## src/design/ptc_pkg.sv

```systemverilog
// Shared types and constants of the pressure and temperature compensation pipeline.
// Used by every module of the block; depends on nothing.
package ptc_pkg;

    localparam int PIPE_DEPTH   = 12;
    localparam int TEMP_STAGES  = 6;
    localparam int PRES_STAGES  = PIPE_DEPTH - TEMP_STAGES;

    localparam int CFG_IDX_W    = 3;
    localparam int CFG_DATA_W   = 16;
    localparam int RAW_W        = 24;
    localparam int TEMP_W       = 19;
    localparam int PRES_W       = 21;

    typedef logic [CFG_IDX_W-1:0] cfg_idx_t;

    localparam cfg_idx_t REG_MODEL_SELECT  = 3'd0;
    localparam cfg_idx_t REG_PRES_SENS     = 3'd1;
    localparam cfg_idx_t REG_PRES_OFFSET   = 3'd2;
    localparam cfg_idx_t REG_SENS_TCOEFF   = 3'd3;
    localparam cfg_idx_t REG_OFFSET_TCOEFF = 3'd4;
    localparam cfg_idx_t REG_REF_TEMP      = 3'd5;
    localparam cfg_idx_t REG_TEMP_SLOPE    = 3'd6;

    typedef struct packed {
        logic        two_bar;
        logic [15:0] c1;
        logic [15:0] c2;
        logic [15:0] c3;
        logic [15:0] c4;
        logic [15:0] c5;
        logic [15:0] c6;
    } cal_t;

    localparam logic signed [TEMP_W-1:0] TEMP_MAX = 19'sd200000;
    localparam logic signed [TEMP_W-1:0] TEMP_MIN = -19'sd200000;
    localparam logic signed [PRES_W-1:0] PRES_MAX = 21'sd1000000;
    localparam logic signed [PRES_W-1:0] PRES_MIN = -21'sd1000000;

    localparam logic signed [18:0] TEMP_REF      = 19'sd2000;
    localparam logic signed [18:0] TEMP_VLOW     = -19'sd1500;
    localparam logic signed [19:0] TEMP_VLOW_OFS = 20'sd1500;

    // limits applied before the final divide by 10 or 100
    localparam logic [26:0] PRE_LIM_30BAR = 27'd10000009;
    localparam logic [26:0] PRE_LIM_2BAR  = 27'd100000099;

    // ceil(2^34 / d) for d = 10 and d = 100
    localparam logic [30:0] RECIP_10    = 31'd1717986919;
    localparam logic [30:0] RECIP_100   = 31'd171798692;
    localparam int          RECIP_SHIFT = 34;

endpackage

```

## src/design/ptc_pipe_ctrl.sv

```systemverilog
// Valid bits and per-stage load enables of the compensation pipeline.
// A stage loads when it is empty or some later stage, or the output, can move.
// Depends on ptc_pkg.
module ptc_pipe_ctrl (
    input  logic                            aclk,
    input  logic                            aresetn,
    input  logic                            s_valid,
    output logic                            s_ready,
    output logic                            m_valid,
    input  logic                            m_ready,
    output logic [ptc_pkg::PIPE_DEPTH-1:0]  stage_en
);
    import ptc_pkg::*;

    logic [PIPE_DEPTH-1:0] valid_reg;
    logic [PIPE_DEPTH-1:0] valid_next;

    always_comb begin
        logic full;
        for (int i = 0; i < PIPE_DEPTH; i++) begin
            full = 1'b1;
            for (int j = 0; j < PIPE_DEPTH; j++) begin
                if (j >= i) begin
                    full = full & valid_reg[j];
                end
            end
            stage_en[i] = m_ready | ~full;
        end
    end

    always_comb begin
        valid_next[0] = stage_en[0] ? s_valid : valid_reg[0];
        for (int i = 1; i < PIPE_DEPTH; i++) begin
            valid_next[i] = stage_en[i] ? valid_reg[i-1] : valid_reg[i];
        end
    end

    always_ff @(posedge aclk) begin
        if (!aresetn) begin
            valid_reg <= '0;
        end else begin
            valid_reg <= valid_next;
        end
    end

    assign s_ready = stage_en[0];
    assign m_valid = valid_reg[PIPE_DEPTH-1];

endmodule

```

## config.mk

```make
export PLATFORM = sky130hd
export DESIGN_NAME = ptc_pipe_ctrl
export DESIGN_NICKNAME = d
export VERILOG_FILES = /design/src/design/ptc_pkg.sv /design/src/design/ptc_pipe_ctrl.sv
export SDC_FILE = /design/constraint.sdc
export NUM_CORES = 1
export LEC_CHECK = 0
export BUFFER_PORTS_ARGS = -buffer_cell sky130_fd_sc_hd__buf_2
export CAP_MARGIN = 15
export CELL_PAD_IN_SITES_DETAIL_PLACEMENT = 0
export CELL_PAD_IN_SITES_GLOBAL_PLACEMENT = 1
export CORE_MARGIN = 1.5
export CORE_UTILIZATION = 33
export CTS_CLUSTER_SIZE = 20
export DETAILED_ROUTE_END_ITERATION = 12
export PLACE_DENSITY_LB_ADDON = 0.25
export SYNTH_ARGS = -nofsm -noshare
export SYNTH_HDL_FRONTEND = slang
export SYNTH_SLANG_ARGS = --single-unit
```

## constraint.sdc

```tcl
create_clock -name aclk -period 1.6 [get_ports aclk]
set_input_delay 0.16 -clock aclk [delete_from_list [all_inputs] [get_ports aclk]]
set_output_delay 0.16 -clock aclk [all_outputs]
set_load 0.01 [all_outputs]
```

Word-level counts from Yosys, hierarchy flattened
Cells that the tools add are included.

Flip-flop bits (word level): 12. Bits in latches: 0. Bits in writable memories: 0. Bits in read-only memories: 0. Input bits: 4. Output and inout port bits: 14. Word-level logic and storage cells: 102. Memories: 0.

Add/sub/neg operators: 0. Multiply operators: 0. Divide/modulo/power cells: 0. Order comparisons: 0. Equal/unequal tests: 0. Shift operators: 0. Muxes and demuxes: 0. Bitwise logic cells: 90. Reductions and logical operators: 0.

Operators with widths (number): 1-bit AND (66); 1-bit inverter (12); 1-bit bitwise OR (12).

Logic depth before layout (Yosys ltp)
Depth in word-level cells: 13. Depth in mapped cells: 4. Depth with buffers taken out: 4.

Least setup slack after synthesis
No wires, ideal clock.

Path type: reg2out. Start point: register valid_reg[11]. End point: output port stage_en[0] (netlist name). Data arrival time: 1375 ps. Data required time: 1440 ps. Slack: 65 ps. Stages on the path, launching flop included: 5. Buffers on the path: 1. Path through: dfxtp_1 -> nand4b_4 -> nor4_4 -> nand4_1 -> buf_4.

Cells in the longest elaborated chain, start to end: 3.

Ends and longest elaborated chain: start: declaration (RTL line ptc_pipe_ctrl.sv:15) `logic [PIPE_DEPTH-1:0] valid_reg;`; start signal: assignment (RTL line ptc_pipe_ctrl.sv:42) `valid_reg <= valid_next;`; 1-bit AND (RTL line ptc_pipe_ctrl.sv:24) `full = full & valid_reg[j];`; 1-bit inverter (RTL line ptc_pipe_ctrl.sv:27) `stage_en[i] = m_ready | ~full;`; 1-bit bitwise OR (RTL line ptc_pipe_ctrl.sv:27); end: declaration (RTL line ptc_pipe_ctrl.sv:11) `output logic [ptc_pkg::PIPE_DEPTH-1:0] stage_en`.

Every way passes these cells.

Worst setup path in the final report
Start point: register valid_reg[10]. End point: output port stage_en[3] (netlist name).

Cells in the longest elaborated chain, start to end: 4.

Ends and longest elaborated chain (RTL line): 1-bit AND (2 in a row) (ptc_pipe_ctrl.sv:24); 1-bit inverter (ptc_pipe_ctrl.sv:27); 1-bit bitwise OR (ptc_pipe_ctrl.sv:27).

Every way passes these cells.

==> run_results.csv <==
group,metric,value,unit
run_status,outcome,"finished, final reports clean",
worst_hold_path,hp-class,"input port to register",
final_layout,fin_util,46.4,%
yosys,syn-mean-instance-area,8.70,sq um
clock_tree,clockBufferDepth,2,
drt,first_pass_iters,4,
drt,via_per_inst,4.89,
worst_setup_path,cpPeakStageDelay,370,ps
timing,tightest_slew,280,ps
clock_tree,clock_latency,260,ps
placed_design,gp_congestion,0.722,
final_layout,drive_above_1_share,45.1,%
pwr,p_leak,0.000299,uW
worst_setup_path,cp.depth,5,
clock_tree,h-tree-depth,1,
worst_hold_path,hp-start,"s_valid",
final_layout,n_fill_cell,151,
timing,finalHoldViolCount,0,
die,rows,14,
timing,slew_headroom,81.2,%
global_routing,track_usage,12.7,%
drt,drt_iter0_drc,6,
global_routing,antenna_found_initial,0,
yosys,syn_inst,60,
die,fp.coreArea,0.00149,sq mm
timing,fin_crit,1570,ps
pwr,p_clk_share,35.1,%
timing,slew_violations,0,
worst_setup_path,critPathCaptureType,"primary output",
die,ios,18,
timing,skew,2.35,ps
final_layout,nets,88,
global_routing,grt_pass1_vias,441,
global_routing,overflow,0,
timing,finalCritPeriodShare,98.3,%
worst_setup_path,cp_slowest_cell,"dfxtp_4",
die,dieHeight,42.8,um
drt,wl_per_cell,10.4,um
global_routing,grt_pass1_wl,1740,um
yosys,synth_area,522,sq um
run,max-cap-violations,0,
worst_setup_path,reg2reg_from,"valid_reg[10]",
clock_tree,cts_tree,"done",
pwr,powerDensity,717,mW/mm^2
clock_tree,clk_pin_slew_worst_paths,70,ps
pwr,p_switching,100,uW
pwr,seqPwrFrac,61.6,%
pwr,p_int,395,uW
worst_setup_path,worstSetupStartpoint,"valid_reg[10]",
drt,route.detailed.drc,0,
yosys,synth-seq-cells,12,
worst_setup_path,crit_required,1440,ps
final_layout,num_antenna_cells,0,
worst_hold_path,hold_depth,3,
drt,route.vias.total,479,
timing,whs,91.4,ps
placed_design,io_buffer_count,17,
yosys,ys_warn_count,0,
placed_design,dp_hpwl,731,um
worst_setup_path,cp.buffers_inverters,3,
timing,setup_violations,0,
clock_tree,clock_sinks,12,
worst_setup_path,reg2regPathDepth,5,
worst_setup_path,crit_fanout,4,
pwr,irDropWorstVdd,0.000392,V
timing,fmax,0.636,GHz
worst_setup_path,critPathTopFamily,"simple AND/OR/NAND/NOR gates",
worst_setup_path,arrival,1410,ps
pwr,power.share.combinational,3.3,%
die,initial_core_util,35.0,%
pwr,swShare,20.3,%
yosys,syn_nets,64,
clock_tree,root_buffer,"clkbuf_4",
drt,ant_nets,0,
final_layout,area_growth_syn_to_layout,32.4,%
die,die_x,42.8,um
yosys,ys_types,18,
yosys,synth_sequential_area_ratio,46.0,%
die,die-area,0.00183,sq mm
worst_setup_path,crit_chain,"nand4b_4, nor4_4, buf_4, inv_2, buf_6",
clock_tree,cts_buffers,3,
timing,rsz0062_at_grt,"true",
final_layout,largest_reg_flops,12,
global_routing,grt_max_degree,15,
worst_setup_path,worstSetupPathType,"register to primary output",
drt,drt_wl_total,1020,um
worst_setup_path,critPathLaunchType,"register",
clock_tree,ctsHoldBuffers,0,
layout by cell type, fill, tap and decap left out, drive strengths merged, types with 2 or more instances in the layout:
cell type	n
nand3	4
nand4	2
a21oi	2
nand2	15
buf	21
o21ai	4
dfxtp	12
clkbuf	3
nor2	4
inv	6
o21a	3
worst paths after layout:
check | to | slack (ps)
worst min register to register | valid_reg[6] | 470
worst max-delay path | stage_en[3] | 30
worst min-delay path | valid_reg[0] | 90
worst max register to register | valid_reg[1] | 280
tightest hold or removal path, stage by stage:
cell and delay, ps:
buf_2 80, nand2_1 40, o31ai_1 50
power by group through the flow:
stage | clock [uW] | combinational, uW | sequential (uW)
finish | 174 | 16.2 | 305
global route | 198 | 18.1 | 306
CTS | 185 | 16.5 | 306
detailed placement | 0 | 16.4 | 313
global placement | 0 | 16.4 | 314
floorplan | 0 | 9.90 | 313
through the flow:
| step | cell area [sq um] | cells | power [uW] | TNS (ps) | setup WS [ps] |
|---|---|---|---|---|---|
| after detailed placement | 623 | 92 | 330 | 0 | 153 |
| final | 691 | 98 | 495 | 0 | 26.7 |
| after global placement | 623 | 92 | 330 | 0 | 198 |
| after CTS | 662 | 96 | 508 | 0 | 4.21 |
| after global routing | 691 | 98 | 522 | -260 | -73.3 |
| after floorplan | 522 | 60 | 322 | 0 | 65.3 |
layer usage:
| layer | track usage, % | share of wire [%] | vias up |
|---|---|---|---|
| li1 | - | - | 245 |
| met1 | 14.0 | 44 | 219 |
| met2 | 20.6 | 47 | 13 |
| met3 | 7.23 | 7.8 | 2 |
| met4 | 3.75 | 0.98 | 0 |
| met5 | 0 | 0 | - |
logic make-up after synthesis:
| family | after synthesis | synth area share, % |
|---|---|---|
| AND/OR/NAND/NOR | 29 | 32.9 |
| AO/OA/AOI/OAI | 11 | 14.6 |
| buffers and inverters | 8 | 6.47 |
| flip-flops | 12 | 46.0 |
cells in the mapped netlist, drive strengths merged:
library cell  instances  share of area [%]
a21oi                 2                1.9
buf                   1                1.4
clkbuf                1               0.72
dfxtp                12                 46
inv                   6                4.3
nand2                15                 11
nand3                 4                3.8
nand4                 2                2.4
nand4b                1                4.6
nor2                  4                2.9
nor2b                 1                1.2
nor3                  1                3.1
nor4                  1                4.1
o21a                  3                4.3
o21ai                 4                3.8
o31ai                 1                1.4
o41ai                 1                3.1
area by class of cell:
class	instances	area [sq um]	share of cell area, %
clock buffers	3	22.5	3.26
repair buffers	21	121	17.6
well taps	16	20.0	2.90
flip-flops and latches	12	249	36.1
multi-input cells	40	255	37.0
inverters	6	22.5	3.26
timing repair:
item / CTS / global route
pin swaps: 1 / 5
cloned: 0 / 0
buffers inserted: 1 / 2
gates resized for setup: 4 / 6
setup endpoints to repair: 5 / 5
Note: power is estimated with default switching activity, not from simulation.
