**src/design/ptc_pkg.sv**
```systemverilog
// Shared types and constants of the pressure and temperature compensation pipeline.
// Used by every module of the block; depends on nothing.
package ptc_pkg;

    localparam int PIPE_DEPTH   = 12;
    localparam int TEMP_STAGES  = 6;
    localparam int PRES_STAGES  = PIPE_DEPTH - TEMP_STAGES;

    localparam int CFG_IDX_W    = 3;
    localparam int CFG_DATA_W   = 16;
    localparam int RAW_W        = 24;
    localparam int TEMP_W       = 19;
    localparam int PRES_W       = 21;

    typedef logic [CFG_IDX_W-1:0] cfg_idx_t;

    localparam cfg_idx_t REG_MODEL_SELECT  = 3'd0;
    localparam cfg_idx_t REG_PRES_SENS     = 3'd1;
    localparam cfg_idx_t REG_PRES_OFFSET   = 3'd2;
    localparam cfg_idx_t REG_SENS_TCOEFF   = 3'd3;
    localparam cfg_idx_t REG_OFFSET_TCOEFF = 3'd4;
    localparam cfg_idx_t REG_REF_TEMP      = 3'd5;
    localparam cfg_idx_t REG_TEMP_SLOPE    = 3'd6;

    typedef struct packed {
        logic        two_bar;
        logic [15:0] c1;
        logic [15:0] c2;
        logic [15:0] c3;
        logic [15:0] c4;
        logic [15:0] c5;
        logic [15:0] c6;
    } cal_t;

    localparam logic signed [TEMP_W-1:0] TEMP_MAX = 19'sd200000;
    localparam logic signed [TEMP_W-1:0] TEMP_MIN = -19'sd200000;
    localparam logic signed [PRES_W-1:0] PRES_MAX = 21'sd1000000;
    localparam logic signed [PRES_W-1:0] PRES_MIN = -21'sd1000000;

    localparam logic signed [18:0] TEMP_REF      = 19'sd2000;
    localparam logic signed [18:0] TEMP_VLOW     = -19'sd1500;
    localparam logic signed [19:0] TEMP_VLOW_OFS = 20'sd1500;

    // limits applied before the final divide by 10 or 100
    localparam logic [26:0] PRE_LIM_30BAR = 27'd10000009;
    localparam logic [26:0] PRE_LIM_2BAR  = 27'd100000099;

    // ceil(2^34 / d) for d = 10 and d = 100
    localparam logic [30:0] RECIP_10    = 31'd1717986919;
    localparam logic [30:0] RECIP_100   = 31'd171798692;
    localparam int          RECIP_SHIFT = 34;

endpackage

```
**src/design/ptc_pres_path.sv**
```systemverilog
// Stages seven to twelve: split multiply of raw pressure by sensitivity, offset
// removal, scaling, saturation and the final divide by 10 or 100. Depends on ptc_pkg.
module ptc_pres_path (
    input  logic                                aclk,
    input  logic [ptc_pkg::PRES_STAGES-1:0]     stage_en,
    input  ptc_pkg::cal_t                       cal,
    input  logic [ptc_pkg::RAW_W-1:0]           d1,
    input  logic signed [ptc_pkg::TEMP_W-1:0]   temp_sat,
    input  logic signed [39:0]                  off_val,
    input  logic signed [39:0]                  sens_val,
    output logic signed [ptc_pkg::TEMP_W-1:0]   m_temperature_centi,
    output logic signed [ptc_pkg::PRES_W-1:0]   m_pressure_mbar
);
    import ptc_pkg::*;

    // stage 6
    logic [43:0]        pp_lo_reg, pp_lo_next;
    logic signed [44:0] pp_hi_reg, pp_hi_next;
    logic signed [39:0] off_s6_reg;
    logic signed [18:0] temp_s6_reg;
    // stage 7
    logic signed [64:0] prod_reg, prod_next;
    logic signed [39:0] off_s7_reg;
    logic signed [18:0] temp_s7_reg;
    // stage 8
    logic signed [44:0] y_reg, y_next;
    logic signed [18:0] temp_s8_reg;
    // stage 9
    logic [26:0]        mag_reg, mag_next;
    logic               neg_s9_reg, neg_s9_next;
    logic signed [18:0] temp_s9_reg;
    // stage 10
    logic [53:0]        rprod_reg, rprod_next;
    logic               neg_s10_reg;
    logic signed [18:0] temp_s10_reg;
    // stage 11
    logic signed [20:0] pres_out_reg, pres_out_next;
    logic signed [18:0] temp_out_reg;

    always_comb begin
        logic signed [24:0] d1_s;
        logic signed [19:0] hi_s;
        d1_s       = signed'({1'b0, d1});
        hi_s       = signed'(sens_val[39:20]);
        pp_lo_next = d1 * sens_val[19:0];
        pp_hi_next = d1_s * hi_s;
    end

    always_comb begin
        logic signed [64:0] hi_ext;
        hi_ext    = pp_hi_reg;
        prod_next = (hi_ext <<< 20) + signed'({21'b0, pp_lo_reg});
    end

    always_comb begin
        logic signed [64:0] q21;
        q21    = (prod_reg + (prod_reg[64] ? 65'sd2097151 : 65'sd0)) >>> 21;
        y_next = signed'(q21[44:0]) - off_s7_reg;
    end

    // saturate ahead of the final divide, then hold sign and magnitude
    always_comb begin
        logic signed [44:0] z;
        logic signed [44:0] lim;
        logic signed [44:0] z_abs;
        if (cal.two_bar) begin
            z   = (y_reg + (y_reg[44] ? 45'sd32767 : 45'sd0)) >>> 15;
            lim = signed'({18'b0, PRE_LIM_2BAR});
        end else begin
            z   = (y_reg + (y_reg[44] ? 45'sd8191 : 45'sd0)) >>> 13;
            lim = signed'({18'b0, PRE_LIM_30BAR});
        end
        z_abs = z[44] ? -z : z;
        if (z > lim) begin
            mag_next    = lim[26:0];
            neg_s9_next = 1'b0;
        end else if (z < -lim) begin
            mag_next    = lim[26:0];
            neg_s9_next = 1'b1;
        end else begin
            mag_next    = z_abs[26:0];
            neg_s9_next = z[44];
        end
    end

    always_comb begin
        logic [30:0] recip;
        recip      = cal.two_bar ? RECIP_100 : RECIP_10;
        rprod_next = mag_reg * recip;
    end

    always_comb begin
        logic signed [20:0] res;
        res           = signed'({1'b0, rprod_reg[RECIP_SHIFT+19:RECIP_SHIFT]});
        pres_out_next = neg_s10_reg ? -res : res;
    end

    always_ff @(posedge aclk) begin
        if (stage_en[0]) begin
            pp_lo_reg   <= pp_lo_next;
            pp_hi_reg   <= pp_hi_next;
            off_s6_reg  <= off_val;
            temp_s6_reg <= temp_sat;
        end
        if (stage_en[1]) begin
            prod_reg    <= prod_next;
            off_s7_reg  <= off_s6_reg;
            temp_s7_reg <= temp_s6_reg;
        end
        if (stage_en[2]) begin
            y_reg       <= y_next;
            temp_s8_reg <= temp_s7_reg;
        end
        if (stage_en[3]) begin
            mag_reg     <= mag_next;
            neg_s9_reg  <= neg_s9_next;
            temp_s9_reg <= temp_s8_reg;
        end
        if (stage_en[4]) begin
            rprod_reg    <= rprod_next;
            neg_s10_reg  <= neg_s9_reg;
            temp_s10_reg <= temp_s9_reg;
        end
        if (stage_en[5]) begin
            pres_out_reg <= pres_out_next;
            temp_out_reg <= temp_s10_reg;
        end
    end

    assign m_temperature_centi = temp_out_reg;
    assign m_pressure_mbar     = pres_out_reg;

endmodule

```
**config.mk**
```make
export PLATFORM = sky130hd
export DESIGN_NAME = ptc_pres_path
export DESIGN_NICKNAME = d
export VERILOG_FILES = /design/src/design/ptc_pkg.sv /design/src/design/ptc_pres_path.sv
export SDC_FILE = /design/constraint.sdc
export NUM_CORES = 2
export LEC_CHECK = 0
export ABC_CLOCK_PERIOD_IN_PS = 10670
export BUFFER_PORTS_ARGS = -buffer_cell sky130_fd_sc_hd__buf_4
export CAP_MARGIN = 15
export CORE_ASPECT_RATIO = 0.7
export CORE_MARGIN = 2
export CORE_UTILIZATION = 53
export CTS_BUF_LIST = sky130_fd_sc_hd__clkbuf_8
export DETAILED_ROUTE_END_ITERATION = 10
export HOLD_SLACK_MARGIN = 0.02
export MAX_ROUTING_LAYER = met4
export PLACE_DENSITY = 0.8
export SLEW_MARGIN = 0
export SYNTH_ARGS = -nofsm -noshare
export SYNTH_HDL_FRONTEND = slang
export SYNTH_SLANG_ARGS = --single-unit
export TNS_END_PERCENT = 1
```
**constraint.sdc**
```tcl
create_clock -name aclk -period 10.67 [get_ports aclk]
set_input_delay 0 -clock aclk [delete_from_list [all_inputs] [get_ports aclk]]
set_output_delay 0 -clock aclk [all_outputs]
set_load 0.01 [all_outputs]
```
* Yosys cells after proc, flatten, opt, wreduce, memory -nomap -nowiden *
Index checks and enable logic that the tools add are counted.

storage, ports and cells
  output and inout port bits = 40
  register bits after elaboration = 497
  word-level logic and storage cells = 42
  input port bits = 227

cells by class
  magnitude comparators = 2
  mux-type cells = 11
  multiply operators = 3
  $add $sub $neg = 8

operators with widths
  cell                                                        count
  27-bit 2-to-1 mux                                           4
  65-bit by 22-bit adder with 65-bit output                   1
  65-bit by 45-bit adder with 65-bit output                   1
  27-bit by 31-bit multiplier with 54-bit output              1
  45-bit by 14-bit adder with 45-bit output                   1
  45-bit by 16-bit adder with 45-bit output                   1
  45-bit by 28-bit greater-than comparator with 1-bit output  1
  45-bit less-than comparator                                 1
  25-bit by 20-bit multiplier with 45-bit output              1
  45-bit 2-to-1 mux                                           1
  45-bit negator                                              1
  44-bit by 40-bit subtractor with 45-bit output              1
  24-bit by 20-bit multiplier with 44-bit output              1
  31-bit 2-to-1 mux                                           1
  27-bit negator                                              1
  21-bit 2-to-1 mux                                           1
  20-bit negator with 21-bit output                           1
  20-bit 2-to-1 mux                                           1
  15-bit 2-to-1 mux                                           1
  13-bit 2-to-1 mux                                           1
  1-bit 2-to-1 mux                                            1

* Longest topological paths before layout *
  word-level depth = 7
  mapped depth = 34
  depth with buffers taken out = 29

* Worst setup path after synthesis *
Ideal clock, no wire load.

  path type = input to register
  start point = input port cal[96] (netlist name)
  end point = register rprod_reg[53] (data pin)
  library setup time = 0.260 ns
  data required time = 10.410 ns
  arrival = 8.152 ns
  cell stages on the path = 32
  path buffers = 6
  slack = 2.258 ns
  cells stage by stage = clkbuf_1 > clkbuf_1 > clkbuf_1 > buf_2 > clkbuf_1 > clkbuf_1 > nand2_1 > fa_1 > inv_1 > fa_1 > fa_1 > inv_1 > fa_1 > inv_1 > fa_1 > fa_1 > inv_1 > fa_1 > inv_1 > ha_1 > a21o_1 > a21o_1 > a21o_1 > a21oi_1 > or3b_2 > a21o_1 > o21a_1 > a211oi_1 > o21bai_1 > a21o_1 > a21oi_1 > xnor2_1

on the way
  word-level cells in the longest chain between the ends = 2

ends and longest elaborated chain
  element                                         RTL line              text
  from (decl)                                     ptc_pres_path.sv:6    input ptc_pkg::cal_t cal,
  31-bit 2-to-1 mux                               ptc_pres_path.sv:88   recip = cal.two_bar ? RECIP_100 : RECIP_10;
  27-bit by 31-bit multiplier with 54-bit output  ptc_pres_path.sv:89   rprod_next = mag_reg * recip;
  named net rprod_next[53]                        ptc_pres_path.sv:33   logic [53:0] rprod_reg, rprod_next;
  to (signal assigned)                            ptc_pres_path.sv:120  rprod_reg <= rprod_next;
  to (decl)                                       ptc_pres_path.sv:33

The timed path passes the listed nets, and every way through them passes these cells.
A chain may end at the register's enable or synchronous reset.

* Worst setup path after layout *
  start point = register prod_reg[64]
  end point = register y_reg[40] (data pin)

on the way
  word-level cells in the longest chain between the ends = 3

ends and longest elaborated chain
  element                                         RTL line              text
  from (decl)                                     ptc_pres_path.sv:22   logic signed [64:0] prod_reg, prod_next;
  from (signal assigned)                          ptc_pres_path.sv:106  prod_reg <= prod_next;
  21-bit 2-to-1 mux                               ptc_pres_path.sv:57   q21 = (prod_reg + (prod_reg[64] ? 65'sd2097151 : 65'sd0)) >>> 21;
  65-bit by 22-bit adder with 65-bit output       ptc_pres_path.sv:57
  44-bit by 40-bit subtractor with 45-bit output  ptc_pres_path.sv:58   y_next = signed'(q21[44:0]) - off_s7_reg;
  named net y_next[40]                            ptc_pres_path.sv:26   logic signed [44:0] y_reg, y_next;
  to (signal assigned)                            ptc_pres_path.sv:111  y_reg <= y_next;
  to (decl)                                       ptc_pres_path.sv:26

The timed path passes the listed nets, and every way through them passes these cells.

==> impl_metrics.py <==
metrics = {
    "cells_and_area": {
        "stdcell_area_mm2": 0.0766,
        "nets": 9500,
        "drive_above_1_share_pct": 4.39,
        "largest_reg_flops": 65,
        "syn_to_final_growth_pct": 7.89,
    },
    "timing": {
        "rsz0062_at_grt": "false",
        "relSlewSlack_pct": 27.3,
        "worst_pin_slew_ns": 1.06,
        "finalSetupTns_ns": 0,
        "slew_violations": 0,
        "fin_skew_ns": 0.0629,
        "finalSetupViolations": 0,
        "finalHoldViolCount": 0,
        "fmax_ghz": 0.115,
        "fin_crit_ns": 8.71,
        "finalCritPeriodShare_pct": 81.6,
    },
    "placed_design": {
        "dpl.hpwl_um": 145000,
        "port_buffers": 170,
        "routabilityCongestion": 1.01,
        "dpl_cell_area_mm2": 0.0739,
    },
    "logic_synthesis": {
        "synthTopCellsByArea": "fa_1 (35%), edfxtp_1 (20%), ha_1 (13%)",
        "syn_area_mm2": 0.0710,
        "avgSynthCellArea_um2": 10.0,
        "synth_top_area_share_pct": 35.3,
        "synth_edf_count": 463,
        "synthArstFlopShare_pct": 0,
        "post-synth-top-count-cell": "inv_1",
        "ys_ff_latch": 463,
        "synth.yosys.seq_area_share_pct": 19.6,
        "synth_ff_type": "edfxtp_1",
        "synth_common_cells": "inv_1 (1,681), fa_1 (1,252), ha_1 (725)",
        "netlist-cell-type-count": 90,
        "yosys.area.top_type": "fa_1",
        "yosys_warnings": 0,
        "synthCells": 7092,
    },
    "worst_hold_path": {
        "hold_path.class": "in2reg",
    },
    "cts": {
        "insertion_delay_ns": 0.79,
        "clockRootBuffer": "clkbuf_8",
        "h-tree-depth": 3,
        "cts_setup_buffers": 0,
        "cts.sinks": 463,
        "post_cts_resized": 0,
        "cts.clk_slew.worst_paths_ns": 0.07,
        "cts_tree": "built",
        "cts_inserted_buffers": 75,
        "cts_buffer_depth": 3,
    },
    "detailed_routing": {
        "vias": 50900,
        "drt_iter0_markers": 4270,
        "drc_errors": 0,
        "vias_per_cell": 5.57,
        "finalWirelength_um": 187000,
        "wl_per_cell_um": 20.5,
        "final_antenna_net_count": 0,
        "dr.pass1.iters": 6,
    },
    "critical_path": {
        "endpoint_kind": "flip-flop",
        "setup.worst_path.class": "reg2reg",
        "cp_data_arrival_time_ns": 9.19,
        "critPathLaunchType": "flip-flop",
        "required_ns": 11.15,
        "cp_max_fo": 18,
    },
    "global_route": {
        "antenna_found_initial": 9,
        "grtUsageTotal_pct": 28.8,
        "grt_max_degree": 82,
        "grt_pass1_vias": 54100,
        "grt_pass1_wl_um": 297000,
        "grt_overflow": 0,
    },
    "die": {
        "coreArea_mm2": 0.133,
        "die_x_um": 442,
        "start_util_pct": 53.4,
        "die_area_mm2": 0.137,
        "die_h_um": 310,
        "rows": 112,
        "ios": 267,
    },
    "job": {
        "drv_cap": 0,
    },
    "outcome": {
        "status": "completed",
    },
}
-- routing by layer --
| metal | track usage, % | share of wire, % |
|---|---|---|
| met1 | 38.9 | 41 |
| met2 | 43.0 | 45 |
| met3 | 7.36 | 11 |
| met4 | 8.57 | 3.0 |
| met5 | - | 0 |
-- logic make-up (layout without fill, tap and decap cells) --
family          after synthesis  in the layout  share of synthesized area, %
flops                       463            463                          19.6
xor+xnor                    297            297                          3.66
simple gates               1771           1771                          12.2
fa+ha+maj                  1977           1977                          48.1
mux                           9              9                         0.130
other cells                   2             53                        0.0106
compound gates              664            664                          6.20
buf+inv                    1909           2130                          10.1
-- path summary, 6_finish.rpt --
kind	slack [ns]	cells after the start	to	start
worst max-delay path	1.96	22	y_reg[40]	prod_reg[64]
worst min-delay path	0.16	4	pp_hi_reg[44]	sens_val[39]
worst min register to register	0.40	0	m_temperature_centi[4]	temp_s10_reg[4]
worst max register to register	1.96	22	y_reg[40]	prod_reg[64]
-- timing repair --
item	in CTS	in global routing
setup endpoints to repair	0	0
hold endpoints to repair	394	0
hold buffers	131	0
-- area by class of cell --
cell class | count | area [µm²]
diodes | 10 | 25.0
multi-input cells | 4761 | 50100
clock buffers | 75 | 1030
fillers | 10900 | 56500
well taps | 1767 | 2210
inverters | 1681 | 6310
repair buffers | 314 | 2690
clock inverters | 60 | 387
flip-flops and latches | 463 | 13900
-- worst max-delay path, cell delays in order (launching register included) --
cell and delay (ns):
edfxtp_1 0.75, buf_4 0.36, ha_1 0.28, a2111oi_0 0.63
o211ai_1 0.19, a21oi_1 0.47, nor2_1 0.15, xnor2_1 0.54
ha_1 0.29, inv_1 0.06, fa_1 0.40, a21o_1 0.20
a21oi_1 0.32, o21ai_0 0.25, a2111oi_0 0.92, o32ai_1 0.34
a2111oi_0 0.79, o31ai_1 0.16, a21oi_1 0.38, o21ai_0 0.23
a31oi_1 0.37, o31ai_1 0.14, xor2_1 0.16
-- through the flow --
step | hold slack, ns | setup slack (ns) | util, % | std cells
5_1_grt | 0.142 | 1.49 | 57.6 | 9129
2_1_floorplan | 0.0989 | 2.26 | - | 7133
4_1_cts | 0.0528 | 2.09 | 57.6 | 9121
3_5_place_dp | 0.179 | 1.87 | 55.5 | 8855
3_3_place_gp | 0.178 | 2.03 | 55.5 | 8855
6_report | 0.160 | 1.96 | 57.6 | 9131
-- cell usage in the layout (no fill, tap or decap), types with 12 or more instances in the layout --
cell type and count:
nand4_1 34, a21o_1 85, nor2b_1 28, ha_1 725
o31ai_1 21, or3_1 25, a21oi_1 176, fa_1 1252
o21bai_1 31, o21ai_0 127, o21a_1 55, and2_1 465
nor4_1 14, xor2_1 77, conb_1 43, nor3_1 54
nor2_1 244, xnor2_1 220, clkinv_2 12, clkinv_1 21
inv_1 1694, nand3_1 87, clkbuf_8 75, buf_4 182
a31oi_1 13, edfxtp_1 463, nand2b_1 40, o211ai_1 15
or4_1 13, dlygate4sd3_1 131, and3_1 28, nand2_1 698
a211oi_1 22
Power is not shown: default switching activity piles up to over one toggle a cycle in this logic, so the estimate is an artifact.
