## src/design/ptc_pkg.sv

```systemverilog
// Shared types and constants of the pressure and temperature compensation pipeline.
// Used by every module of the block; depends on nothing.
package ptc_pkg;

    localparam int PIPE_DEPTH   = 12;
    localparam int TEMP_STAGES  = 6;
    localparam int PRES_STAGES  = PIPE_DEPTH - TEMP_STAGES;

    localparam int CFG_IDX_W    = 3;
    localparam int CFG_DATA_W   = 16;
    localparam int RAW_W        = 24;
    localparam int TEMP_W       = 19;
    localparam int PRES_W       = 21;

    typedef logic [CFG_IDX_W-1:0] cfg_idx_t;

    localparam cfg_idx_t REG_MODEL_SELECT  = 3'd0;
    localparam cfg_idx_t REG_PRES_SENS     = 3'd1;
    localparam cfg_idx_t REG_PRES_OFFSET   = 3'd2;
    localparam cfg_idx_t REG_SENS_TCOEFF   = 3'd3;
    localparam cfg_idx_t REG_OFFSET_TCOEFF = 3'd4;
    localparam cfg_idx_t REG_REF_TEMP      = 3'd5;
    localparam cfg_idx_t REG_TEMP_SLOPE    = 3'd6;

    typedef struct packed {
        logic        two_bar;
        logic [15:0] c1;
        logic [15:0] c2;
        logic [15:0] c3;
        logic [15:0] c4;
        logic [15:0] c5;
        logic [15:0] c6;
    } cal_t;

    localparam logic signed [TEMP_W-1:0] TEMP_MAX = 19'sd200000;
    localparam logic signed [TEMP_W-1:0] TEMP_MIN = -19'sd200000;
    localparam logic signed [PRES_W-1:0] PRES_MAX = 21'sd1000000;
    localparam logic signed [PRES_W-1:0] PRES_MIN = -21'sd1000000;

    localparam logic signed [18:0] TEMP_REF      = 19'sd2000;
    localparam logic signed [18:0] TEMP_VLOW     = -19'sd1500;
    localparam logic signed [19:0] TEMP_VLOW_OFS = 20'sd1500;

    // limits applied before the final divide by 10 or 100
    localparam logic [26:0] PRE_LIM_30BAR = 27'd10000009;
    localparam logic [26:0] PRE_LIM_2BAR  = 27'd100000099;

    // ceil(2^34 / d) for d = 10 and d = 100
    localparam logic [30:0] RECIP_10    = 31'd1717986919;
    localparam logic [30:0] RECIP_100   = 31'd171798692;
    localparam int          RECIP_SHIFT = 34;

endpackage

```

## src/design/ptc_cfg_regs.sv

```systemverilog
// Calibration and model select registers, written through the plain write port.
// Depends on ptc_pkg.
module ptc_cfg_regs (
    input  logic                                   aclk,
    input  logic                                   aresetn,
    input  logic                                   cfg_wr_en,
    input  ptc_pkg::cfg_idx_t                      cfg_index,
    input  logic [ptc_pkg::CFG_DATA_W-1:0]         cfg_wdata,
    output ptc_pkg::cal_t                          cal
);
    import ptc_pkg::*;

    cal_t cal_reg;
    cal_t cal_next;

    always_comb begin
        cal_next = cal_reg;
        if (cfg_wr_en) begin
            case (cfg_index)
                REG_MODEL_SELECT:  cal_next.two_bar = cfg_wdata[0];
                REG_PRES_SENS:     cal_next.c1 = cfg_wdata;
                REG_PRES_OFFSET:   cal_next.c2 = cfg_wdata;
                REG_SENS_TCOEFF:   cal_next.c3 = cfg_wdata;
                REG_OFFSET_TCOEFF: cal_next.c4 = cfg_wdata;
                REG_REF_TEMP:      cal_next.c5 = cfg_wdata;
                REG_TEMP_SLOPE:    cal_next.c6 = cfg_wdata;
                default:           cal_next = cal_reg;
            endcase
        end
    end

    always_ff @(posedge aclk) begin
        if (!aresetn) begin
            cal_reg <= '0;
        end else begin
            cal_reg <= cal_next;
        end
    end

    assign cal = cal_reg;

endmodule

```

## config.mk

```make
export PLATFORM = sky130hd
export DESIGN_NAME = ptc_cfg_regs
export DESIGN_NICKNAME = d
export VERILOG_FILES = /design/src/design/ptc_pkg.sv /design/src/design/ptc_cfg_regs.sv
export SDC_FILE = /design/constraint.sdc
export NUM_CORES = 1
export LEC_CHECK = 0
export BUFFER_PORTS_ARGS = -buffer_cell sky130_fd_sc_hd__buf_2
export CORE_UTILIZATION = 40
export DETAILED_ROUTE_END_ITERATION = 10
export GPL_ROUTABILITY_DRIVEN = 0
export PLACE_DENSITY_LB_ADDON = 0.12
export SKIP_LAST_GASP = 1
export SLEW_MARGIN = 0
export SYNTH_ARGS = -nofsm -noshare
export SYNTH_HDL_FRONTEND = slang
export SYNTH_SLANG_ARGS = --single-unit
```

## constraint.sdc

```tcl
create_clock -name aclk -period 1 [get_ports aclk]
set_input_delay 0.05 -clock aclk [delete_from_list [all_inputs] [get_ports aclk]]
set_output_delay 0.05 -clock aclk [all_outputs]
set_load 0.05 [all_outputs]
```

Word level (Yosys, flattened, before mapping)
Cells that the tools add are included.
{"block": "totals", "word_cells": 21, "rom_bits": 0, "memories": 0, "regBits": 97, "out_inout_bits": 97, "ramBits": 0, "inputBits": 22, "latchBits": 0}
{"block": "classes", "eq_ne": 6, "n_reduce_logical": 8, "n_bitwise": 0, "addsub": 0, "n_div": 0, "shifts": 0, "n_mux": 0, "order_cmp": 0, "n_mul": 0}
{"operator": "$reduce_and 2->1", "n": 7}
{"operator": "$eq 3x3->1 const B", "n": 3}
{"operator": "$eq 3x2->1 const B", "n": 2}
{"operator": "$eq 3x1->1 const B", "n": 1}
{"operator": "$logic_not 3->1", "n": 1}

Logic depth before layout (Yosys ltp)
Gate-level depths: netlist (run 1).
{"block": "depth", "word_depth": 2, "mapped_depth": 5, "mapped_depth_nobuf": 2}

Worst setup path before layout (run 1)
No wires, ideal clock.
{"block": "synth_timing", "path_kind": "reg2reg", "from": "register cal[0] (netlist name)", "to": "register cal_reg, in the netlist cal[0]", "stages_incl_launch_ff": 3, "n_path_buf": 0, "slack_ps": 115, "arrival_ps": 813, "setup_ps": 72, "period_less_slack_ps": 885, "required_ps": 928, "path_cell_list": "dfxtp_1 > nand2_1 > mux2i_1"}
{"item": "to (signal assigned)", "line_no": "ptc_cfg_regs.sv:36", "text": "cal_reg <= cal_next;"}
{"item": "to (decl)", "line_no": "ptc_cfg_regs.sv:13", "text": "cal_t cal_reg;"}

Worst setup path after layout (run 1)
{"block": "layout_timing", "from": "register cal_reg, in the netlist cal[4]", "to": "output cal[4] (netlist bit)"}
{"item": "to (decl)", "line_no": "ptc_cfg_regs.sv:9", "text": "output ptc_pkg::cal_t cal"}
No word-level cell between the ends.

==> Flow_metrics.wiki, run 1 <==
{| class="wikitable"
! Metric !! Value
|-
| Outcome || complete, no violations
|-
| Global-route wire length before repair || 14000 µm
|-
| CTS buffer count || 9
|-
| Floorplan die height || 96.7 µm
|-
| Remaining max-slew budget at the tightest pin || 0.776
|-
| Kind of cell with the highest combined delay on the critical path || flip-flops
|-
| Leakage Power || 2.56 nW
|-
| Area of the core region || 8720 µm²
|-
| Count of mapped cells out of synthesis || 339
|-
| Mean cell area of the mapped netlist || 10.6 µm²
|-
| Via/cell ratio || 4.82
|-
| Cell breakdown of the critical path || buf_6
|-
| Biggest cell delay along the critical path || around 0.39 ns
|-
| Number of sinks handled by clock tree synthesis || 97
|-
| Remaining antenna violation count || 0
|-
| Sequential area share after synthesis || 0.541
|-
| Peak supply drop || 0.753 mV
|-
| Worst path depth || 1
|-
| Die outline width || around 97 µm
|-
| Reported max-cap violation count || 0
|-
| Depth of the most critical reg-to-reg path || 2
|-
| Congestion Overflow GR || 0
|-
| Buffer cell driving the clock tree root || sky130_fd_sc_hd__clkbuf_8
|-
| Slew at the pin closest to its max-slew limit || 0.332 ns
|-
| Number of DRC violations after detailed routing || 0
|-
| Type of element capturing the critical path || primary output
|-
| Final cell area excluding filler cells || 4980 µm²
|-
| Routed wirelength normalized by instance count || 15.3 µm
|-
| CTS HTree Levels || 3
|-
| Cell area after technology mapping || 3590 µm²
|-
| Post-synthesis share of cell area spent on xor and xnor gates || 0
|-
| Overall routing resource usage || 0.189
|-
| Vias after detailed routing || 2736
|-
| Leading cell type by number of instances after synthesis || sky130_fd_sc_hd__nand2_1
|-
| Cell type of the slowest stage on the worst timing path || sky130_fd_sc_hd__dfxtp_1
|-
| Worst-path clk slew || 0.09 ns
|-
| Skew final || 0 ns
|-
| Cell Area, Placed || 4330 µm²
|-
| Pre-antenna DRT Iters || 4
|-
| TritonCTS clock tree || built
|-
| P per Cell Area || 1550 nW/µm²
|-
| Kind of path behind the tightest hold check || in -> reg
|-
| Fraction of registers with async set or reset after synthesis || 0
|-
| Launching element of the worst setup path || cal[4]$_SDFFE_PN0P_
|-
| Simple-gate share of the synthesized area || 0.138
|-
| Share of the synthesized area in the top cell type || 0.541
|-
| Post-synthesis cell type count || 12
|-
| Count of input and output buffers || 118
|-
| Number of antenna cells inserted || 0
|-
| Worst R2R Start || cal[4]$_SDFFE_PN0P_
|-
| Number of global-route vias before repair || 2681
|-
| Largest family of logic cells by synthesized area || multiplexers
|-
| Post-DP HPWL || 5940 µm
|-
| Final setup fails || 0
|-
| Final Util || 0.571
|-
| Reg-to-reg setup timing slack || roughly 0.36 ns
|-
| Largest net degree at the start of global routing || 44
|-
| Longest Clk Path Bufs || 2
|-
| Post-synthesis adder-cell area fraction || 0
|-
| Portion of the clock cycle consumed by the worst path in the final layout || 0.977
|-
| Startpoint kind of the worst setup timing path || register
|-
| Most used flip-flop cell after synthesis || sky130_fd_sc_hd__dfxtp_1
|-
| Max FFs per register || 97
|-
| CP Buf/Inv Count || 1
|-
| Highest net fanout along the worst path || 2
|-
| Number of placement rows || 34
|-
| P&R area growth vs syn || 38.7%
|-
| Layout cell share with drive strength beyond 1 || 0.326
|-
| # IOs || 119
|-
| Slew Viols, Final || 0
|-
| YS warnings || 0
|-
| Antenna violations before repair || 0
|-
| Compound-cell area share of the yosys netlist || 0
|-
| Critical path class || reg -> out
|-
| Total power || 7.73 mW
|-
| Data arrival time of the worst path || 0.93 ns
|-
| Number of hold violations in the final report || 0
|-
| Capturing element of the worst setup path || cal[4]
|-
| Largest area contributor in the netlist || sky130_fd_sc_hd__dfxtp_1
|-
| Accumulated negative setup slack || 0 ns
|-
| Endpoint of the lowest-slack register-to-register path || cal[4]$_SDFFE_PN0P_
|-
| Number of flops mapped to enable cells by yosys || 0
|-
| Final Routed Wirelength || 8700 µm
|-
| Final #Nets || 477
|-
| Post-layout minimum cycle time || 0.977 ns
|-
| DIE AREA || 9360 µm²
|-
| Effective utilization at floorplan || 0.412
|-
| Required @ worst endpoint || 0.95 ns
|-
| Clock insertion delay at the later pin of the skew report || 0.36 ns
|-
| First DRT Iteration DRCs || 79
|-
| Syn Nets || 361
|-
| Unrepaired setup endpoints after global routing || true
|-
| Post-synthesis register bit count || 97
|-
| Maximum clock rate || approximately 1000 MHz
|-
| Multiplexer area fraction after synthesis || 0.270
|-
| Leading cell types by total area after synthesis || sky130_fd_sc_hd__dfxtp_1 (54%), sky130_fd_sc_hd__mux2i_1 (27%), sky130_fd_sc_hd__nand2_1 (12%), sky130_fd_sc_hd__buf_6 (1.9%), sky130_fd_sc_hd__buf_2 (1.4%)
|-
| Cell types with the highest counts after synthesis || sky130_fd_sc_hd__nand2_1 (113), sky130_fd_sc_hd__dfxtp_1 (97), sky130_fd_sc_hd__mux2i_1 (97)
|}
## worst register-to-register path, delay by kind of cell, from the launching register on
kind	cells	cell delay [ns]
mux	1	0.11
flops	1	0.39
simple gates	1	0.07
## logic make-up after synthesis
logic type	Yosys count
buffers and inverters	25
muxes	97
and+or+nand+nor	120
DFF	97
## final cells by class
| cell class | count | area [µm²] |
|---|---|---|
| fillers | 763 | 3740 |
| flip-flops and latches | 97 | 1950 |
| multi-input cells | 217 | 1470 |
| repair buffers | 130 | 1200 |
| clock buffers | 10 | 138 |
| well taps | 108 | 135 |
| clock inverters | 6 | 90.1 |
## worst min-delay path by stage
stage,start,endpoint,slack [ns],cells past startpoint
after floorplan,cfg_index[0],cal[96]$_SDFFE_PN0P_,0.24,2
after global placement,cfg_index[1],cal[96]$_SDFFE_PN0P_,0.41,3
after detailed placement,cfg_index[1],cal[96]$_SDFFE_PN0P_,0.42,3
after CTS,cfg_index[1],cal[96]$_SDFFE_PN0P_,0.03,3
after global routing,cfg_index[2],cal[96]$_SDFFE_PN0P_,0.06,3
final,cfg_index[1],cal[96]$_SDFFE_PN0P_,0.05,3
## what timing repair did
| action | in CTS | in global routing |
|---|---|---|
| pin swaps | 0 | 0 |
| buffers inserted | 0 | 0 |
| setup endpoints to repair | 97 | 47 |
| resized for setup | 99 | 49 |
| hold endpoints to repair | 0 | 0 |
| hold buffers | 0 | 0 |
## per-layer routing
metal | GRT usage | part of all wire | vias to the layer above
met5 | 0 | 0 | -
met4 | 0.0448 | 0.0098 | 0
met3 | 0.0585 | 0.057 | 7
met2 | 0.296 | 0.46 | 80
met1 | 0.255 | 0.47 | 1297
li1 | - | - | 1352
## placed cells by master (no fill, tap or decap), drive strengths merged
| cell type | synthesis | final |
|---|---|---|
| nor4b | 1 | 1 |
| nand2 | 113 | 113 |
| buf | 21 | 130 |
| bufinv | 0 | 2 |
| nand4b | 3 | 3 |
| mux2i | 97 | 97 |
| clkinv | 0 | 2 |
| clkinvlp | 0 | 1 |
| nand4bb | 2 | 2 |
| inv | 0 | 1 |
| dfxtp | 97 | 97 |
| clkbuf | 4 | 10 |
| and4bb | 1 | 1 |
## report_power, final
| part | switching (mW) | internal, mW | total [mW] |
|---|---|---|---|
| combinational | 0.583 | 0.303 | 0.886 |
| clock | 1.36 | 1.49 | 2.85 |
| sequential | 0.0548 | 3.95 | 4.00 |
## metrics by stage
stage | hold slack, ns | cells | setup slack [ns]
detailed placement | 0.424 | 552 | 0.0182
global placement | 0.411 | 552 | 0.0621
CTS | 0.0323 | 568 | -0.00358
floorplan | 0.242 | 339 | 0.115
finish | 0.0484 | 568 | 0.0228
global route | 0.0631 | 568 | -0.0143
Note: power is estimated with default switching activity, not from simulation.
==> run 2: changes to the inputs <==
--- a/config.mk
+++ b/config.mk
@@ -5,6 +5,7 @@
 export SDC_FILE = /design/constraint.sdc
 export NUM_CORES = 1
 export LEC_CHECK = 0
+export ABC_AREA = 1
 export BUFFER_PORTS_ARGS = -buffer_cell sky130_fd_sc_hd__buf_2
 export CORE_UTILIZATION = 40
 export DETAILED_ROUTE_END_ITERATION = 10
==> constraint.sdc (replaced) <==
create_clock -name aclk -period 0.8 [get_ports aclk]
set_input_delay 0.04 -clock aclk [delete_from_list [all_inputs] [get_ports aclk]]
set_output_delay 0.04 -clock aclk [all_outputs]
set_load 0.05 [all_outputs]
==> run 2 against run 1 <==
Effect of this change: the run now ends with setup timing left; sequential cell count unchanged; die area up 7.5%; via count up 47%; cell area up 27%; utilization up 11 points; sequential power up 29%; global-route usage up 5.8 points; final cell count up 45%; sequential share of layout area down 6.5 points; setup slack worse by 0.14 ns; power up 42%; register-to-register slack worse by 0.41 ns.
==> Flow_metrics.wiki, run 2 <==
{| class="wikitable"
! Metric !! Value
|-
| Area used by multi-input combinational logic || 1680 µm²
|-
| P&R area growth vs syn || 63.6%
|-
| Skew final || 0 ns
|-
| Final cell area excluding filler cells || 6330 µm²
|-
| Number of global-route vias before repair || between 3000 and 4000
|-
| Startpoint kind of the worst setup timing path || register
|-
| Final #Nets || 715
|-
| Number of sinks handled by clock tree synthesis || 97
|-
| CTS HTree Levels || 3
|-
| Maximum clock rate || 1090 MHz
|-
| Post-DP HPWL || slightly below 8000 µm
|-
| Longest Clk Path Bufs || 2
|-
| Most common cell after layout, fill and taps aside || sky130_fd_sc_hd__nor2_1
|-
| Reported max-cap violation count || 0
|-
| Biggest cell delay along the critical path || 0.37 ns
|-
| CP Buf/Inv Count || 1
|-
| Worst hold slack after final layout || 0.132 ns
|-
| Cts hold-fix bufs || 0
|-
| Largest area contributor in the netlist || sky130_fd_sc_hd__dfxtp_1
|-
| Post-synthesis cell type count || 14
|-
| Leading cell types by total area after synthesis || sky130_fd_sc_hd__dfxtp_1 (50%), sky130_fd_sc_hd__nor2_1 (19%), sky130_fd_sc_hd__nand3_1 (13%), sky130_fd_sc_hd__nand2_1 (9.9%), sky130_fd_sc_hd__buf_2 (2.7%)
|-
| Area of the core region || 9280 µm²
|-
| Cell types with the highest counts after synthesis || sky130_fd_sc_hd__nor2_1 (196), sky130_fd_sc_hd__nand2_1 (102), sky130_fd_sc_hd__dfxtp_1 (97), sky130_fd_sc_hd__nand3_1 (97), sky130_fd_sc_hd__buf_2 (21)
|-
| Syn Nets || 580
|-
| Die outline width || about 100 µm
|-
| Final Routed Wirelength || ~12000 µm
|-
| Accumulated negative setup slack || -9.29 ns
|-
| Floorplan die height || between 100 and 150 µm
|-
| Remaining max-slew budget at the tightest pin || 0.781
|-
| Via/cell ratio || roughly 4.9
|-
| CTS buffer count || 9
|-
| DIE AREA || 10100 µm²
|-
| Number of placed instances with taps included || 798
|-
| Buffer cell driving the clock tree root || sky130_fd_sc_hd__clkbuf_8
|-
| Final cell count without fillers || between 800 and 900
|-
| Sequential area share after synthesis || 0.502
|-
| Slew Viols, Final || 0
|-
| Post-synthesis register bit count || 97
|-
| Peak supply drop || 0.959 mV
|-
| Routed wirelength normalized by instance count || about 15 µm
|-
| Share of the synthesized area in the top cell type || 0.502
|-
| P per Cell Area || 1730 nW/µm²
|-
| # IOs || 119
|-
| Cell breakdown of the critical path || buf_8
|-
| Congestion Overflow GR || 0
|-
| Unrepaired setup endpoints after global routing || true
|-
| Leading cell type by number of instances after synthesis || sky130_fd_sc_hd__nor2_1
|-
| Post-layout minimum cycle time || 0.916 ns
|-
| Sequential cell area || 2070 µm²
|-
| Kind of path behind the tightest hold check || in -> reg
|-
| Cell Area, Placed || 5090 µm²
|-
| Number of antenna cells inserted || 0
|-
| Outcome || finished, violations left
|-
| TritonCTS clock tree || built
|-
| YS warnings || 0
|-
| Number of hold violations in the final report || 0
|-
| Worst-path clk slew || 0.09 ns
|-
| Number of DRC violations after detailed routing || 0
|-
| Required @ worst endpoint || 0.76 ns
|-
| Overall routing resource usage || 0.248
|-
| Global-route wire length before repair || 19100 µm
|-
| Portion of the clock cycle consumed by the worst path in the final layout || 1.14
|-
| Slew at the pin closest to its max-slew limit || 0.328 ns
|-
| Max FFs per register || 97
|-
| First DRT Iteration DRCs || 206
|-
| Number of flops mapped to enable cells by yosys || 0
|-
| Data arrival time of the worst path || 0.88 ns
|-
| Antenna violations before repair || 0
|-
| Least setup slack across all paths after layout || -0.116 ns
|-
| Remaining antenna violation count || 0
|-
| Type of element capturing the critical path || primary output
|-
| Layout cell share with drive strength beyond 1 || 0.406
|-
| Number of fill cells in the layout || just over 800
|-
| Vias after detailed routing || 4029
|-
| Number of placement rows || 35
|-
| Clock insertion delay at the later pin of the skew report || 0.35 ns
|-
| Highest net fanout along the worst path || 2
|-
| Fraction of registers with async set or reset after synthesis || 0
|-
| Largest net degree at the start of global routing || 53
|-
| Leakage Power || 2.82 nW
|-
| Kind of cell with the highest combined delay on the critical path || flip-flops
|-
| Top library cells by usage in the layout, fill and taps aside || sky130_fd_sc_hd__nor2_1 (193), sky130_fd_sc_hd__nand2_1 (102), sky130_fd_sc_hd__nand3_1 (97), sky130_fd_sc_hd__dfxtp_2 (96), sky130_fd_sc_hd__buf_8 (83)
|-
| Effective utilization at floorplan || 0.416
|-
| Cell area after technology mapping || 3870 µm²
|-
| Count of input and output buffers || 118
|-
| Pre-antenna DRT Iters || 4
|-
| Mean cell area of the mapped netlist || 6.93 µm²
|-
| Final setup fails || 98
|-
| Critical path class || reg -> out
|-
| Cell type of the slowest stage on the worst timing path || sky130_fd_sc_hd__dfxtp_2
|-
| Failing checks || setup timing
|-
| Count of mapped cells out of synthesis || 558
|-
| Most used flip-flop cell after synthesis || sky130_fd_sc_hd__dfxtp_1
|}
## run 2: changes by cell type after synthesis, moves of 5 or more
| cell | previous run | this run |
|---|---|---|
| sky130_fd_sc_hd__buf_2 | 10 | 21 |
| sky130_fd_sc_hd__mux2i_1 | 97 | 0 |
| sky130_fd_sc_hd__nor2_2 | 0 | 5 |
| sky130_fd_sc_hd__nand3_1 | 0 | 97 |
| sky130_fd_sc_hd__buf_6 | 6 | 0 |
| sky130_fd_sc_hd__buf_1 | 0 | 7 |
| sky130_fd_sc_hd__nor2_1 | 0 | 196 |
| sky130_fd_sc_hd__nand2_1 | 113 | 102 |
| sky130_fd_sc_hd__inv_1 | 0 | 20 |
## run 2: area by class of cell
class                           count  area share
Timing Repair Buffer              159       0.335
Sequential cell                    97       0.327
Multi-Input combinational cell    404       0.266
Tap cell                          129      0.0255
Clock buffer                       11      0.0223
Inverter                           22      0.0131
Clock inverter                      4      0.0121
## run 2: cells by family (layout without fill, tap and decap cells)
kind of cell           count (synthesis)  count (layout)  synth area share
AND/OR/NAND/NOR                      403             403             0.430
flip-flops                            97              97             0.502
AO/OA/AOI/OAI                          1               1           0.00129
buffers and inverters                 57             196            0.0660
## run 2: layer usage
layer,routed length [µm],up-vias,global-route usage
met2,5760,153,0.397
met4,371,0,0.117
met1,5080,1849,0.320
li1,-,2002,-
met3,819,25,0.0494
met5,0,-,0
## run 2: path summary, 6_finish.rpt
path                           to                 start  depth (start not counted)  slack, ns
max reg2reg  cal[10]$_SDFFE_PN0P_  cal[10]$_SDFFE_PN0P_                          4      -0.05
max                       cal[12]  cal[12]$_SDFFE_PN0P_                          1      -0.12
min reg2reg  cal[57]$_SDFFE_PN0P_  cal[57]$_SDFFE_PN0P_                          2       0.49
min          cal[47]$_SDFFE_PN0P_         cfg_wdata[15]                          5       0.13
## run 2: timing repair
action / in CTS / in global routing
resized for setup: 245 / 33
buffers inserted: 6 / 7
setup endpoints to repair: 97 / 97
## run 2: power by group
part / switching (mW) / internal, mW
combinational: 1.34 / 0.907
sequential: 0.157 / 5.03
clock: 1.69 / 1.84
## run 2: through the flow
step | setup WS (ns) | utilization | power, mW
after detailed placement | -0.142 | 0.548 | 7.12
after floorplan | 0.0212 | - | 6.47
after CTS | -0.127 | 0.662 | 11.0
final | -0.116 | 0.681 | 11.0
after global placement | -0.105 | 0.548 | 7.10
after global routing | -0.146 | 0.681 | 11.4
